--- src/crcb_pkg.sv ---
`default_nettype none

package crcb_pkg;

   // record layout and crc constants
   localparam int          CHANNELS_DEFAULT = 4;
   localparam int          QUEUE_DEPTH      = 2;
   localparam logic [31:0] CRC_POLY         = 32'hEDB88320;
   localparam logic [31:0] CRC_INIT         = 32'hFFFFFFFF;
   localparam logic [31:0] MAGIC_RESET      = 32'h47435A50;
   localparam logic [31:0] VERSION_RESET    = 32'd1;
   localparam logic [30:0] MAX_ZERO_RESET   = 31'd3000000;

   // register indexes on the csr port
   localparam logic [1:0] CSR_MAGIC    = 2'd0;
   localparam logic [1:0] CSR_VERSION  = 2'd1;
   localparam logic [1:0] CSR_MAX_ZERO = 2'd2;

   typedef enum logic {
      MODE_CHECK = 1'b0,
      MODE_BUILD = 1'b1
   } record_mode_type;

   // which word the back end emits in build mode
   typedef enum logic [1:0] {
      STEP_MAGIC   = 2'd0,
      STEP_VERSION = 2'd1,
      STEP_VALUE   = 2'd2,
      STEP_CRC     = 2'd3
   } step_type;

   typedef struct packed {
      logic        kind;
      logic [31:0] word;
   } req_type;

   typedef struct packed {
      logic [31:0] out_word;
      logic        is_verdict;
      logic        valid_res;
      logic        out_last;
   } rsp_type;

   // classified word handed from front to back
   typedef struct packed {
      record_mode_type mode;
      logic            first;
      logic            last;
      logic            crc_word;
      logic            bad;
      logic [31:0]     word;
   } op_type;

   typedef logic [31:0][31:0] crc_cols_type;

   // crc of a single set bit after one full word update, one column per bit
   function automatic crc_cols_type crc_columns();
      crc_cols_type cols;
      logic [31:0]  v;
      for (int i = 0; i < 32; i++) begin
         v = 32'd1 << i;
         for (int j = 0; j < 32; j++) begin
            v = v[0] ? ((v >> 1) ^ CRC_POLY) : (v >> 1);
         end
         cols[i] = v;
      end
      return cols;
   endfunction

endpackage

`default_nettype wire

--- src/crcb_fifo.sv ---
`default_nettype none

module crcb_fifo #(
   parameter int  DEPTH     = crcb_pkg::QUEUE_DEPTH,
   parameter type data_type = logic
) (
   input  wire      clock,
   input  wire      reset,
   input  wire      push,
   input  data_type data_in,
   output logic     full,
   input  wire      pop,
   output data_type data_out,
   output logic     empty
);

   localparam int AW = (DEPTH > 1) ? $clog2(DEPTH) : 1;
   localparam int CW = $clog2(DEPTH + 1);

   data_type        mem_ff [0:DEPTH-1];
   logic [AW-1:0]   wr_ptr_ff, wr_ptr_in;
   logic [AW-1:0]   rd_ptr_ff, rd_ptr_in;
   logic [CW-1:0]   count_ff, count_in;
   logic            do_push, do_pop;

   assign full     = (count_ff == CW'(DEPTH));
   assign empty    = (count_ff == '0);
   assign data_out = mem_ff[rd_ptr_ff];
   assign do_push  = push && !full;
   assign do_pop   = pop && !empty;

   // pointer and fill count update
   always_comb begin
      wr_ptr_in = wr_ptr_ff;
      rd_ptr_in = rd_ptr_ff;
      count_in  = count_ff;
      if (do_push) begin
         wr_ptr_in = (wr_ptr_ff == AW'(DEPTH - 1)) ? '0 : wr_ptr_ff + 1'b1;
      end
      if (do_pop) begin
         rd_ptr_in = (rd_ptr_ff == AW'(DEPTH - 1)) ? '0 : rd_ptr_ff + 1'b1;
      end
      if (do_push && !do_pop) begin
         count_in = count_ff + 1'b1;
      end else if (do_pop && !do_push) begin
         count_in = count_ff - 1'b1;
      end
   end

   always_ff @(posedge clock) begin
      if (reset) begin
         wr_ptr_ff <= '0;
         rd_ptr_ff <= '0;
         count_ff  <= '0;
      end else begin
         wr_ptr_ff <= wr_ptr_in;
         rd_ptr_ff <= rd_ptr_in;
         count_ff  <= count_in;
      end
   end

   // entry storage
   always_ff @(posedge clock) begin
      if (do_push) begin
         mem_ff[wr_ptr_ff] <= data_in;
      end
   end

endmodule

`default_nettype wire

--- src/crcb_front.sv ---
`default_nettype none

module crcb_front #(
   parameter int CHANNELS = crcb_pkg::CHANNELS_DEFAULT
) (
   input  wire              clock,
   input  wire              reset,
   input  wire              req_push,
   input  crcb_pkg::req_type req_data,
   input  wire              op_full,
   output logic             op_push,
   output crcb_pkg::op_type op_data,
   input  wire [31:0]       record_magic,
   input  wire [31:0]       record_version,
   input  wire [30:0]       max_zero
);

   localparam int PW = $clog2(CHANNELS + 3);

   logic [PW-1:0]             pos_ff, pos_in;
   crcb_pkg::record_mode_type mode_ff, mode_in;
   logic                      first;
   logic                      range_bad;

   assign op_push   = req_push && !op_full;
   assign first     = (pos_ff == '0);
   assign range_bad = req_data.word[31] || (req_data.word[30:0] > max_zero);

   // classify the request by its place in the record
   always_comb begin
      mode_in = first ? crcb_pkg::record_mode_type'(req_data.kind) : mode_ff;
      pos_in  = pos_ff;
      op_data          = '0;
      op_data.mode     = mode_in;
      op_data.first    = first;
      op_data.word     = req_data.word;
      if (mode_in == crcb_pkg::MODE_CHECK) begin
         if (pos_ff < PW'(CHANNELS + 2)) begin
            if (first) begin
               op_data.bad = (req_data.word != record_magic);
            end else if (pos_ff == PW'(1)) begin
               op_data.bad = (req_data.word != record_version);
            end else begin
               op_data.bad = range_bad;
            end
            pos_in = pos_ff + 1'b1;
         end else begin
            op_data.crc_word = 1'b1;
            op_data.last     = 1'b1;
            pos_in           = '0;
         end
      end else begin
         if (pos_ff == PW'(CHANNELS - 1)) begin
            op_data.last = 1'b1;
            pos_in       = '0;
         end else begin
            pos_in = pos_ff + 1'b1;
         end
      end
   end

   always_ff @(posedge clock) begin
      if (reset) begin
         pos_ff  <= '0;
         mode_ff <= crcb_pkg::MODE_CHECK;
      end else if (op_push) begin
         pos_ff  <= pos_in;
         mode_ff <= mode_in;
      end
   end

endmodule

`default_nettype wire

--- src/crcb_back.sv ---
`default_nettype none

module crcb_back (
   input  wire               clock,
   input  wire               reset,
   input  wire               op_valid,
   input  crcb_pkg::op_type  op_data,
   output logic              op_pop,
   input  wire               out_room,
   output logic              out_push,
   output crcb_pkg::rsp_type out_data,
   input  wire [31:0]        record_magic,
   input  wire [31:0]        record_version
);

   localparam crcb_pkg::crc_cols_type CRC_COLS = crcb_pkg::crc_columns();

   logic [31:0]        crc_ff, crc_in;
   logic               ok_ff, ok_in;
   logic [1:0]         sub_ff, sub_in;
   crcb_pkg::step_type step;
   logic [31:0]        crc_src;
   logic [31:0]        crc_x;
   logic [31:0]        crc_next;
   logic               emit, done, update, restart, fire;

   // build steps: magic and version only ahead of a record's first value
   assign step = crcb_pkg::step_type'(op_data.first ? sub_ff : sub_ff + 2'd2);

   always_comb begin
      case (step)
         crcb_pkg::STEP_MAGIC:   crc_src = record_magic;
         crcb_pkg::STEP_VERSION: crc_src = record_version;
         default:                crc_src = op_data.word;
      endcase
   end

   // one full 32-bit crc update as an xor of columns
   assign crc_x = crc_ff ^ (op_data.mode == crcb_pkg::MODE_CHECK ? op_data.word : crc_src);

   always_comb begin
      crc_next = '0;
      for (int i = 0; i < 32; i++) begin
         if (crc_x[i]) begin
            crc_next = crc_next ^ CRC_COLS[i];
         end
      end
   end

   // step decode
   always_comb begin
      emit     = 1'b0;
      done     = 1'b1;
      update   = 1'b0;
      restart  = 1'b0;
      ok_in    = ok_ff;
      out_data = '0;
      if (op_data.mode == crcb_pkg::MODE_CHECK) begin
         if (op_data.crc_word) begin
            emit                = 1'b1;
            restart             = 1'b1;
            out_data.is_verdict = 1'b1;
            out_data.valid_res  = ok_ff && (~crc_ff == op_data.word);
            out_data.out_last   = 1'b1;
         end else begin
            update = 1'b1;
            ok_in  = ok_ff && !op_data.bad;
         end
      end else begin
         emit = 1'b1;
         case (step)
            crcb_pkg::STEP_MAGIC,
            crcb_pkg::STEP_VERSION: begin
               update            = 1'b1;
               done              = 1'b0;
               out_data.out_word = crc_src;
            end
            crcb_pkg::STEP_VALUE: begin
               update            = 1'b1;
               done              = !op_data.last;
               out_data.out_word = crc_src;
            end
            default: begin
               restart           = 1'b1;
               out_data.out_word = ~crc_ff;
               out_data.out_last = 1'b1;
            end
         endcase
      end
   end

   assign fire     = op_valid && (!emit || out_room);
   assign op_pop   = fire && done;
   assign out_push = fire && emit;

   // running state
   always_comb begin
      sub_in = done ? 2'd0 : sub_ff + 2'd1;
      if (restart) begin
         crc_in = crcb_pkg::CRC_INIT;
      end else if (update) begin
         crc_in = crc_next;
      end else begin
         crc_in = crc_ff;
      end
   end

   always_ff @(posedge clock) begin
      if (reset) begin
         crc_ff <= crcb_pkg::CRC_INIT;
         ok_ff  <= 1'b1;
         sub_ff <= '0;
      end else if (fire) begin
         crc_ff <= crc_in;
         ok_ff  <= restart ? 1'b1 : ok_in;
         sub_ff <= sub_in;
      end
   end

endmodule

`default_nettype wire

--- src/calib_record_crc_check_build.sv ---
// Calibration record CRC checker and builder.
// Requests enter on a queue-style port: req_data is taken at a clock edge
// with req_push high and req_full low. kind is read at the first request of
// a record: 0 checks a stored record (magic, version, CHANNELS values, CRC),
// 1 builds one from CHANNELS values. Results leave on rsp_data while rsp_empty
// is low and are taken with rsp_pop. A check gives one verdict on the CRC
// word; a build gives magic, version, each value and the CRC word.
// Registers are written on the csr port (csr_we, csr_index, csr_wdata); the
// user must do so only while the block is idle, the block does not enforce it.
// A request is held in the work queue, then its result in the result queue.
// Throughput: one request per cycle while req_full is low; the back end
// makes a single output write and one 32-bit CRC update per cycle while
// the result queue has room, and a build record gives CHANNELS + 3 words.
// When rsp_pop stays low the result queue fills, then the work queue, and
// req_full rises; nothing is dropped. Reset (synchronous) empties both
// queues, restarts the record and restores register reset values.
`default_nettype none

module calib_record_crc_check_build #(
   parameter int CHANNELS = crcb_pkg::CHANNELS_DEFAULT
) (
   input  wire               clock,
   input  wire               reset,
   input  wire               req_push,
   input  crcb_pkg::req_type req_data,
   output logic              req_full,
   output crcb_pkg::rsp_type rsp_data,
   output logic              rsp_empty,
   input  wire               rsp_pop,
   input  wire               csr_we,
   input  wire [1:0]         csr_index,
   input  wire [31:0]        csr_wdata
);

   logic [31:0]       magic_ff;
   logic [31:0]       version_ff;
   logic [30:0]       max_zero_ff;
   logic              op_push, op_pop, op_full, op_empty;
   crcb_pkg::op_type  op_wr, op_rd;
   logic              out_push, out_full;
   crcb_pkg::rsp_type out_wr;

   // configuration registers
   always_ff @(posedge clock) begin
      if (reset) begin
         magic_ff    <= crcb_pkg::MAGIC_RESET;
         version_ff  <= crcb_pkg::VERSION_RESET;
         max_zero_ff <= crcb_pkg::MAX_ZERO_RESET;
      end else if (csr_we) begin
         case (csr_index)
            crcb_pkg::CSR_MAGIC:    magic_ff    <= csr_wdata;
            crcb_pkg::CSR_VERSION:  version_ff  <= csr_wdata;
            crcb_pkg::CSR_MAX_ZERO: max_zero_ff <= csr_wdata[30:0];
            default: ;
         endcase
      end
   end

   assign req_full = op_full;

   // front: record position, mode and word checks
   crcb_front #(
      .CHANNELS(CHANNELS)
   ) u_front (
      .clock         (clock),
      .reset         (reset),
      .req_push      (req_push),
      .req_data      (req_data),
      .op_full       (op_full),
      .op_push       (op_push),
      .op_data       (op_wr),
      .record_magic  (magic_ff),
      .record_version(version_ff),
      .max_zero      (max_zero_ff)
   );

   // work queue between front and back
   crcb_fifo #(
      .DEPTH    (crcb_pkg::QUEUE_DEPTH),
      .data_type(crcb_pkg::op_type)
   ) u_op_queue (
      .clock   (clock),
      .reset   (reset),
      .push    (op_push),
      .data_in (op_wr),
      .full    (op_full),
      .pop     (op_pop),
      .data_out(op_rd),
      .empty   (op_empty)
   );

   // back: crc update and result generation
   crcb_back u_back (
      .clock         (clock),
      .reset         (reset),
      .op_valid      (!op_empty),
      .op_data       (op_rd),
      .op_pop        (op_pop),
      .out_room      (!out_full),
      .out_push      (out_push),
      .out_data      (out_wr),
      .record_magic  (magic_ff),
      .record_version(version_ff)
   );

   // result queue
   crcb_fifo #(
      .DEPTH    (crcb_pkg::QUEUE_DEPTH),
      .data_type(crcb_pkg::rsp_type)
   ) u_rsp_queue (
      .clock   (clock),
      .reset   (reset),
      .push    (out_push),
      .data_in (out_wr),
      .full    (out_full),
      .pop     (rsp_pop),
      .data_out(rsp_data),
      .empty   (rsp_empty)
   );

endmodule

`default_nettype wire

--- config.mk ---
export PLATFORM = sky130hd
export DESIGN_NAME = calib_record_crc_check_build
export DESIGN_NICKNAME = d
export VERILOG_FILES = /design/src/crcb_pkg.sv /design/src/crcb_fifo.sv /design/src/crcb_front.sv /design/src/crcb_back.sv /design/src/calib_record_crc_check_build.sv
export SDC_FILE = /design/constraint.sdc
export NUM_CORES = 1
export LEC_CHECK = 0
export ABC_AREA = 1
export BUFFER_PORTS_ARGS = -buffer_cell sky130_fd_sc_hd__buf_2
export CAP_MARGIN = 5
export CORE_MARGIN = 2
export CORE_UTILIZATION = 45
export DETAILED_ROUTE_END_ITERATION = 10
export HOLD_SLACK_MARGIN = 0.06
export SLEW_MARGIN = 10
export SYNTH_ARGS = -nofsm -noshare
export SYNTH_HDL_FRONTEND = slang
export SYNTH_SLANG_ARGS = --single-unit
--- constraint.sdc ---
create_clock -name clock -period 7 [get_ports clock]
set_input_delay 1.05 -clock clock [delete_from_list [all_inputs] [get_ports clock]]
set_output_delay 1.05 -clock clock [all_outputs]
set_load 0.02 [all_outputs]
==> Yosys cells after proc, flatten, opt, wreduce, memory -nomap -nowiden <==
Memories as Yosys holds them, arrays and structs flattened. A register that Yosys moved wholly into a read port is not among the register bits.
Index checks and enable logic that the tools add are counted.
{ "word_totals": {"mem_count": 2, "ramBits": 144, "regBits": 142} }
{ "classes": {"reduce_logical": 42, "eq_ne": 13, "bitwise": 33, "muxes": 82, "order_cmp": 2, "addsub": 11} }
{ "memory_table": {"columns": ["memory", "words", "word_bits", "rd", "rd_ports_with_merged_regs", "write_ports", "line_no", "text"], "rows": [
  ["u_op_queue.mem_ff", 2, 37, 1, 1, 1, "crcb_fifo.sv:20", "data_type mem_ff [0:DEPTH-1];"],
  ["u_rsp_queue.mem_ff", 2, 35, 1, 1, 1, "crcb_fifo.sv:20", null]
]} }
{ "ops": {"columns": ["op", "n"], "rows": [
  ["$mux 32", 18],
  ["$mux 31", 6],
  ["$mux 30", 4],
  ["$not 13->13", 9],
  ["$mux 29", 3],
  ["$not 14->14", 6],
  ["$ne 32x32->1", 2],
  ["$pmux 32 s2", 1],
  ["$not 15->15", 4],
  ["$mux 28", 2],
  ["$mux 27", 2],
  ["$not 12->12", 4],
  ["$not 16->16", 3],
  ["$eq 32x32->1", 1],
  ["$not 32->32", 1],
  ["$xor 32x32->32", 1],
  ["$gt 31x31->1", 1],
  ["$mux 1", 30],
  ["$mux 26", 1],
  ["$mux 25", 1],
  ["$not 11->11", 2],
  ["$not 20->20", 1],
  ["$mux 2", 9],
  ["$not 18->18", 1],
  ["25 further kinds", 70]
]} }

==> Logic depth before layout (Yosys ltp) <==
Gate-level depths: netlist (run 1).
{ "depth": {"depth_word": 71, "ltp_mapped": 27} }

==> By module <==
Synthesis (run 1) repeated with hierarchy kept, for this count alone.
{ "unflattened": {"cells_unflattened": 3008, "hier_area_um2": 21504.4} }
{ "modules_own_cells": {"columns": ["mod", "cells_each", "area_each_um2", "instances", "seq_area_each_um2"], "rows": [
  ["crcb_back", 1742, 9318.9, 1, 700.7],
  ["calib_record_crc_check_build", 567, 3838.7, 1, 1901.8],
  ["crcb_fifo at u_op_queue", 152, 3072.9, 1, 2322.2],
  ["crcb_fifo at u_rsp_queue", 146, 2930.3, 1, 2202.1],
  ["crcb_front", 401, 2343.5, 1, 80.1]
]} }

==> Least setup slack after synthesis (run 1) <==
Ideal clock, no wire load.
{ "synth_timing": {"path_type": "input to register", "from": "in req_push", "to": "mem u_op_queue.mem_ff[1][0] (netlist name), enable pin", "path_slack_ns": 3.765, "stages": 2, "arrival_ns": 2.802, "setup_time_ns": 0.433, "t_required_ns": 6.567, "path_cell_list": "o21ai_1 nor2_1"} }
{ "synth_between": {"elab_chain_len": 4} }
{ "synth_rtl": {"columns": ["element", "line_no", "text"], "rows": [
  ["from (decl)", "calib_record_crc_check_build.sv:24", "input wire req_push,"],
  ["$logic_and 1x1->1", "crcb_front.sv:25", "assign op_push = req_push && !op_full;"],
  ["$logic_and 1x1->1", "crcb_fifo.sv:29", "assign do_push = push && !full;"],
  ["$mux 1", "crcb_fifo.sv:64", "if (do_push) begin"],
  ["$mux 1 (not written as such)", "crcb_fifo.sv:65", "mem_ff[wr_ptr_ff] <= data_in;"],
  ["to (decl)", "crcb_fifo.sv:20", null]
]} }
Every way passes these cells.

==> results.sh, run 1 <==
export IMPL_clock_fmax_mhz=222
export IMPL_drive_gt1_share_pct=14.2
export IMPL_ys_ff_latch=288
export IMPL_overflow=0
export IMPL_avgSynthCellArea_um2=7.49
export IMPL_layout_commonest_cell="nand2_1"
export IMPL_hold_viol=0
export IMPL_hp_class="flip-flop to flip-flop"
export IMPL_reg2reg_slack_ns=2.49
export IMPL_met3_usage_pct=5.07
export IMPL_rows=76
export IMPL_drtIter0Drc=1568
export IMPL_cts_setup_buffers=0
export IMPL_arrival_ns=4.95
export IMPL_chipWidth_um=214
export IMPL_gp_congestion=0.983
export IMPL_postCtsHoldBufs=0
export IMPL_multi_input_area_mm2=0.0110
export IMPL_cts_tree="done"
export IMPL_start_util_pct=45.7
export IMPL_nNetsFinal=2821
export IMPL_hold_slack_ns=0.457
export IMPL_finalWirelength_um=74300
export IMPL_ys_types=57
export IMPL_busiest_layer="met2"
export IMPL_cp_required_ns=7.44
export IMPL_ant_nets=0
export IMPL_gr_usage_met1_pct=41.6
export IMPL_mostFrequentLayoutCells="nand2_1 (801), inv_1 (275), nand3_1 (251)"
export IMPL_grtUsageMet2_pct=53.5
export IMPL_outcome="complete, no violations"
export IMPL_synth_main_ff_cell="edfxtp_1"
export IMPL_worstSkewPairLatency_ns=0.56
export IMPL_grt_usage_pct=32.8
export IMPL_cap_violations=0
export IMPL_io_pins=109
export IMPL_ff_latch_area_mm2=0.00721
export IMPL_worstPathMaxFanout=60
export IMPL_antenna_found_initial=3
export IMPL_core_region_area_mm2=0.0433
export IMPL_antenna_cells=0
export IMPL_grt_max_degree=99
export IMPL_worst_pin_slew_ns=1.17
export IMPL_viasPerCell=5.64
export IMPL_clkTransAtPathRegs_ns=0.06
export IMPL_cts_sinks=288
export IMPL_cts_root_buf="clkbuf_16"
export IMPL_wl_per_cell_um=22.4
export IMPL_period_minus_slack_ns=4.51
export IMPL_async_reset_ff_share_pct=0
export IMPL_slew_viol_final=0
export IMPL_route_detailed_drc=0
export IMPL_syn_num_nets=2751
export IMPL_grt_pass1_vias=17700
export IMPL_die_area_mm2=0.0456
export IMPL_syn_area_mm2=0.0198
export IMPL_netlist_instances=2641
export IMPL_fp_dieH_um=214
export IMPL_crit_path_start_kind="flip-flop"
export IMPL_cts_resized=0
export IMPL_firstDrtPassIters=6
export IMPL_synth_edf_count=144
export IMPL_rsz0062_at_grt="no"
export IMPL_fin_crit_sh_pct=64.4
export IMPL_htree_levels=2
export IMPL_port_buffers=108
export IMPL_setup_violations=0
export IMPL_grt_first_pass_wirelength_um=109000
export IMPL_crit_type="flip-flop to flip-flop"
export IMPL_seq_area_frac_synth_pct=36.4
export IMPL_fillerInstances=4277
export IMPL_cts_made_buffers=35
export IMPL_dp_hpwl_um=56600
export IMPL_yosys_warnings=0
export IMPL_crit_path_end_kind="flip-flop"
export IMPL_area_growth_pct=10.6
export IMPL_fin_setup_tns_ns=0
export IMPL_maxSlewHeadroom_pct=22.0
export IMPL_vias=18700
export IMPL_clockBufferDepth=3
export IMPL_skew_ns=0.0237
[final cells by class]
cell class	instances	area share, %
multi-input combinational	1972	50.2
sequential	288	32.9
inverter	294	5.08
clock buffer	47	4.55
tap	585	3.35
timing repair buffer	120	2.88
clock inverter	17	0.995
[logic make-up after synthesis]
logic type	count (synthesis)	share of synthesized area [%]
mux	55	3.01
fa+ha+maj	38	2.40
simple gates	1305	30.0
flops	288	36.4
buf+inv	381	8.21
xor+xnor	169	8.55
compound gates	405	11.4
[flip-flops by register name (all words and copies together) (netlist names), 2 cells and up, named ones only]
signal                count
magic_ff                 32
max_zero_ff              31
u_back.crc_ff            32
u_back.sub_ff             2
u_front.pos_ff            3
u_op_queue.count_ff       2
u_op_queue.mem_ff        74
u_rsp_queue.count_ff      2
u_rsp_queue.mem_ff       70
version_ff               32
[synth_stat cells, types with 16 or more instances]
| master | number | share of area, % |
|---|---|---|
| a21oi_1 | 136 | 3.4 |
| buf_6 | 18 | 1.0 |
| clkbuf_1 | 51 | 0.97 |
| dfxtp_1 | 144 | 15 |
| edfxtp_1 | 144 | 22 |
| ha_1 | 38 | 2.4 |
| inv_1 | 275 | 5.2 |
| mux2_2 | 35 | 2.0 |
| mux2i_1 | 20 | 1.0 |
| nand2_1 | 803 | 15 |
| nand2_2 | 67 | 2.1 |
| nand2_4 | 22 | 1.3 |
| nand3_1 | 251 | 6.4 |
| nand4_1 | 31 | 0.98 |
| nor2_1 | 47 | 0.89 |
| o211ai_1 | 34 | 1.3 |
| o21ai_0 | 176 | 4.5 |
| or2_2 | 16 | 0.51 |
| xnor2_1 | 37 | 1.6 |
| xor2_1 | 110 | 4.9 |
[path summary, 6_finish.rpt]
kind,start,end,depth (start not counted)
worst max-delay path,flip-flop,u_back.crc_ff[24]$_SDFFE_PP1P_,22
worst min-delay path,max_zero_ff[3]$_SDFFE_PP0P_,max_zero_ff[3]$_SDFFE_PP0P_,2
worst max register to register,flip-flop,u_back.crc_ff[24]$_SDFFE_PP1P_,22
worst min register to register,max_zero_ff[3]$_SDFFE_PP0P_,max_zero_ff[3]$_SDFFE_PP0P_,2
[stage by stage]
step | setup WS, ns | instances | utilization (%) | cell area, um2
4_1_cts | 2.52 | 3323 | 50.6 | 21900
3_3_place_gp | 2.59 | 3259 | 47.8 | 20700
5_1_grt | 2.12 | 3323 | 50.6 | 21900
2_1_floorplan | 3.77 | 2641 | - | 19800
3_5_place_dp | 2.53 | 3259 | 47.8 | 20700
6_report | 2.49 | 3323 | 50.6 | 21900
[worst max-delay path, stage by stage (launching register included)]
cell	delay, ns
dfxtp_2	0.43
buf_4	0.45
inv_2	0.24
or2_1	0.28
o21a_4	0.30
inv_2	0.59
nand2_1	0.11
nand3_1	0.13
nand2_2	0.31
inv_1	0.45
nand2_1	0.12
nand2_2	0.10
inv_2	0.06
nand2_2	0.07
nand3_1	0.09
nand2_1	0.08
nand2_1	0.05
nand2_1	0.12
inv_1	0.05
nand2_1	0.06
nand3_1	0.08
nand2_1	0.12
nand2_1	0.06
[per-layer routing]
metal	vias to the layer above	wire [um]
met5	-	22
met4	4	4630
met3	198	5370
met2	813	33700
met1	8858	30700
li1	8856	-
Power of run 1 is left out: the tool's default activity adds up to more than one toggle a clock period on the data nets, which glitch-free logic cannot reach.
==> inputs of run 2 (changes only) <==
--- a/config.mk
+++ b/config.mk
@@ -5,7 +5,7 @@
 export SDC_FILE = /design/constraint.sdc
 export NUM_CORES = 1
 export LEC_CHECK = 0
-export ABC_AREA = 1
+export ABC_AREA = 0
 export BUFFER_PORTS_ARGS = -buffer_cell sky130_fd_sc_hd__buf_2
 export CAP_MARGIN = 5
 export CORE_MARGIN = 2
==> constraint.sdc (replaced) <==
create_clock -name clock -period 4 [get_ports clock]
set_input_delay 0.6 -clock clock [delete_from_list [all_inputs] [get_ports clock]]
set_output_delay 0.6 -clock clock [all_outputs]
set_load 0.02 [all_outputs]
==> results.sh, run 2 <==
export IMPL_cts_made_buffers=34
export IMPL_cts_tree="done"
export IMPL_postCtsHoldBufs=0
export IMPL_netlist_instances=1688
export IMPL_ys_ff_latch=288
export IMPL_cp_required_ns=4.42
export IMPL_crit_type="flip-flop to flip-flop"
export IMPL_reg2reg_slack_ns=0.16
export IMPL_min_to="max_zero_ff[6]$_SDFFE_PP1P_"
export IMPL_crit_path_start_kind="flip-flop"
export IMPL_nNetsFinal=1911
export IMPL_hold_viol=0
export IMPL_fp_dieH_um=201
export IMPL_ant_nets=0
export IMPL_period_minus_slack_ns=3.84
export IMPL_worstSkewPairLatency_ns=0.55
export IMPL_yosys_warnings=0
export IMPL_holdPathStages=2
export IMPL_worstRegToRegCells=10
export IMPL_p_per_area_mw_per_mm2=1160
export IMPL_antenna_found_initial=0
export IMPL_worstPathMaxFanout=8
export IMPL_die_area_mm2=0.0403
export IMPL_core_region_area_mm2=0.0385
export IMPL_async_reset_ff_share_pct=0
export IMPL_syn_num_nets=1798
export IMPL_top_register="u_op_queue.mem_ff"
export IMPL_synth_top_cell_by_area="edfxtp_1"
export IMPL_grt_first_pass_wirelength_um=79600
export IMPL_finalWirelength_um=53500
export IMPL_dp_hpwl_um=41300
export IMPL_synth_area_top_cells="edfxtp_1 (25%), dfxtp_1 (17%), xnor2_1 (7.9%)"
export IMPL_place_area_mm2=0.0188
export IMPL_io_pins=109
export IMPL_htree_levels=2
export IMPL_viasPerCell=5.53
export IMPL_setup_violations=0
export IMPL_slew_viol_final=0
export IMPL_r2r_end="u_back.crc_ff[31]$_SDFFE_PP1P_"
export IMPL_ir_worst_vdd_v=0.000653
export IMPL_synth_top_area_share_pct=24.8
export IMPL_synth_edf_count=144
export IMPL_worst_pin_slew_ns=1.08
export IMPL_largest_reg_flops=74
export IMPL_total_leakage_power_nw=7.55
export IMPL_grt_usage_pct=26.5
export IMPL_port_buffers=108
export IMPL_crit_path_end_kind="flip-flop"
export IMPL_drive_gt1_share_pct=19.1
export IMPL_rr_startpoint="u_op_queue.mem_ff[1][36]$_DFFE_PP_"
export IMPL_avgSynthCellArea_um2=10.3
export IMPL_start_util_pct=45.3
export IMPL_clkTransAtPathRegs_ns=0.06
export IMPL_cts_sinks=288
export IMPL_outcome="complete, no violations"
export IMPL_skew_ns=0.0209
export IMPL_seq_area_frac_synth_pct=41.3
export IMPL_mostFrequentLayoutCells="nand2_1 (240), xnor2_1 (157), a21oi_1 (144), edfxtp_1 (144), dfxtp_1 (142)"
export IMPL_overflow=0
export IMPL_antenna_cells=0
export IMPL_route_detailed_drc=0
export IMPL_arrival_ns=4.26
export IMPL_firstDrtPassIters=5
export IMPL_ys_types=67
export IMPL_cts_root_buf="clkbuf_16"
export IMPL_gp_congestion=0.921
export IMPL_synthTopCellsByCount="nand2_1 (240), xnor2_1 (158), a21oi_1 (144), dfxtp_1 (144), edfxtp_1 (144)"
export IMPL_drtIter0Drc=1033
export IMPL_area_growth_pct=14.6
export IMPL_hp_start="csr_wdata[6]"
export IMPL_vias=13000
export IMPL_clock_fmax_mhz=260
export IMPL_yosysMostFrequentCell="nand2_1"
export IMPL_layout_commonest_cell="nand2_1"
export IMPL_rsz0062_at_grt="no"
export IMPL_syn_area_mm2=0.0174
export IMPL_clockBufferDepth=3
export IMPL_chipWidth_um=201
export IMPL_fin_crit_sh_pct=96.1
export IMPL_rows=72
export IMPL_top_regs="u_op_queue.mem_ff x74, u_rsp_queue.mem_ff x70"
export IMPL_fin_util_pct=51.9
export IMPL_final_area_mm2=0.0200
export IMPL_grt_max_degree=88
export IMPL_grt_pass1_vias=12500
export IMPL_synth_main_ff_cell="edfxtp_1"
export IMPL_maxSlewHeadroom_pct=27.7
export IMPL_cap_violations=0
export IMPL_wl_per_cell_um=22.8
export IMPL_hp_class="input port to flip-flop"
==> run 2: changes by cell type in the layout (fill, tap and decap cells not counted), moves of 64 or more <==
cell	change
nand2_1	-561
nand3_1	-238
inv_1	-235
o21ai_0	-162
xnor2_1	+120
nand2_2	-69
mux2i_1	+64
==> run 2: how the worst max path moves through the flow <==
stage,endpoint,start,depth (start not counted)
after detailed placement,u_back.crc_ff[31]$_SDFFE_PP1P_,u_op_queue.mem_ff[1][36]$_DFFE_PP_,10
after CTS,u_back.crc_ff[31]$_SDFFE_PP1P_,u_op_queue.mem_ff[1][36]$_DFFE_PP_,10
after global placement,u_back.crc_ff[31]$_SDFFE_PP1P_,u_op_queue.mem_ff[1][36]$_DFFE_PP_,10
after floorplan,u_rsp_queue.mem_ff[0][0]$_DFFE_PP_,flip-flop,7
after global routing,u_back.crc_ff[31]$_SDFFE_PP1P_,u_op_queue.mem_ff[1][36]$_DFFE_PP_,10
final,u_back.crc_ff[31]$_SDFFE_PP1P_,u_op_queue.mem_ff[1][36]$_DFFE_PP_,10
==> run 2: per-stage QoR <==
step | hold slack, ns | power (mW) | cells | worst slack, ns | TNS (ns)
2_1_floorplan | 0.436 | 15.9 | 1688 | 0.203 | 0
3_3_place_gp | 0.442 | 19.7 | 2283 | -0.0334 | -0.0334
3_5_place_dp | 0.448 | 19.7 | 2283 | 0.0425 | 0
4_1_cts | 0.268 | 23.1 | 2345 | 0.0238 | 0
5_1_grt | 0.286 | 24.3 | 2345 | 0.0247 | 0
6_report | 0.293 | 23.1 | 2345 | 0.157 | 0
==> run 2: power breakdown <==
group          internal [mW]  switching (mW)
Clock                   2.03            1.29
Combinational           7.68            7.94
Sequential              3.78           0.339
==> run 2: cell type report <==
class	count	area [um2]
fill	3528	18500
timing repair buffer	174	1050
clock inverter	19	246
multi-input combinational	1263	9710
clock buffer	43	956
sequential	288	7210
tap	518	648
inverter	40	150
==> run 2: critical path: stages, from the launching register on <==
cell	delay, ns
edfxtp_1	0.45
nor2b_1	0.16
mux4_2	0.57
buf_4	0.25
mux2i_2	0.18
xnor2_2	0.47
xor2_1	0.52
xnor2_2	0.26
xnor3_1	0.48
nor3_1	0.27
o21bai_1	0.09
==> run 2: what timing repair did <==
item,4_1_cts,5_1_grt
setup buffers,0,0
setup endpoints to repair,0,1
resized for setup,0,1
==> run 2: cells by family after synthesis <==
group / count (synthesis) / share of synthesized area (%)
adder cells (fa/ha/maj): 38 / 2.73
AND/OR/NAND/NOR: 486 / 12.8
buffers and inverters: 137 / 3.40
XOR/XNOR: 332 / 20.9
multiplexers: 139 / 9.20
AO/OA/AOI/OAI: 268 / 9.63
flip-flops: 288 / 41.3
==> run 2: routing by layer <==
| metal | wire length, um | vias up | track usage [%] |
|---|---|---|---|
| li1 | - | 6130 | - |
| met2 | 24600 | 426 | 42.6 |
| met1 | 24200 | 6316 | 36.9 |
| met5 | 0 | - | 0 |
| met4 | 1800 | 0 | 9.02 |
| met3 | 2950 | 85 | 3.49 |
Note: power is estimated with default switching activity, not from simulation.
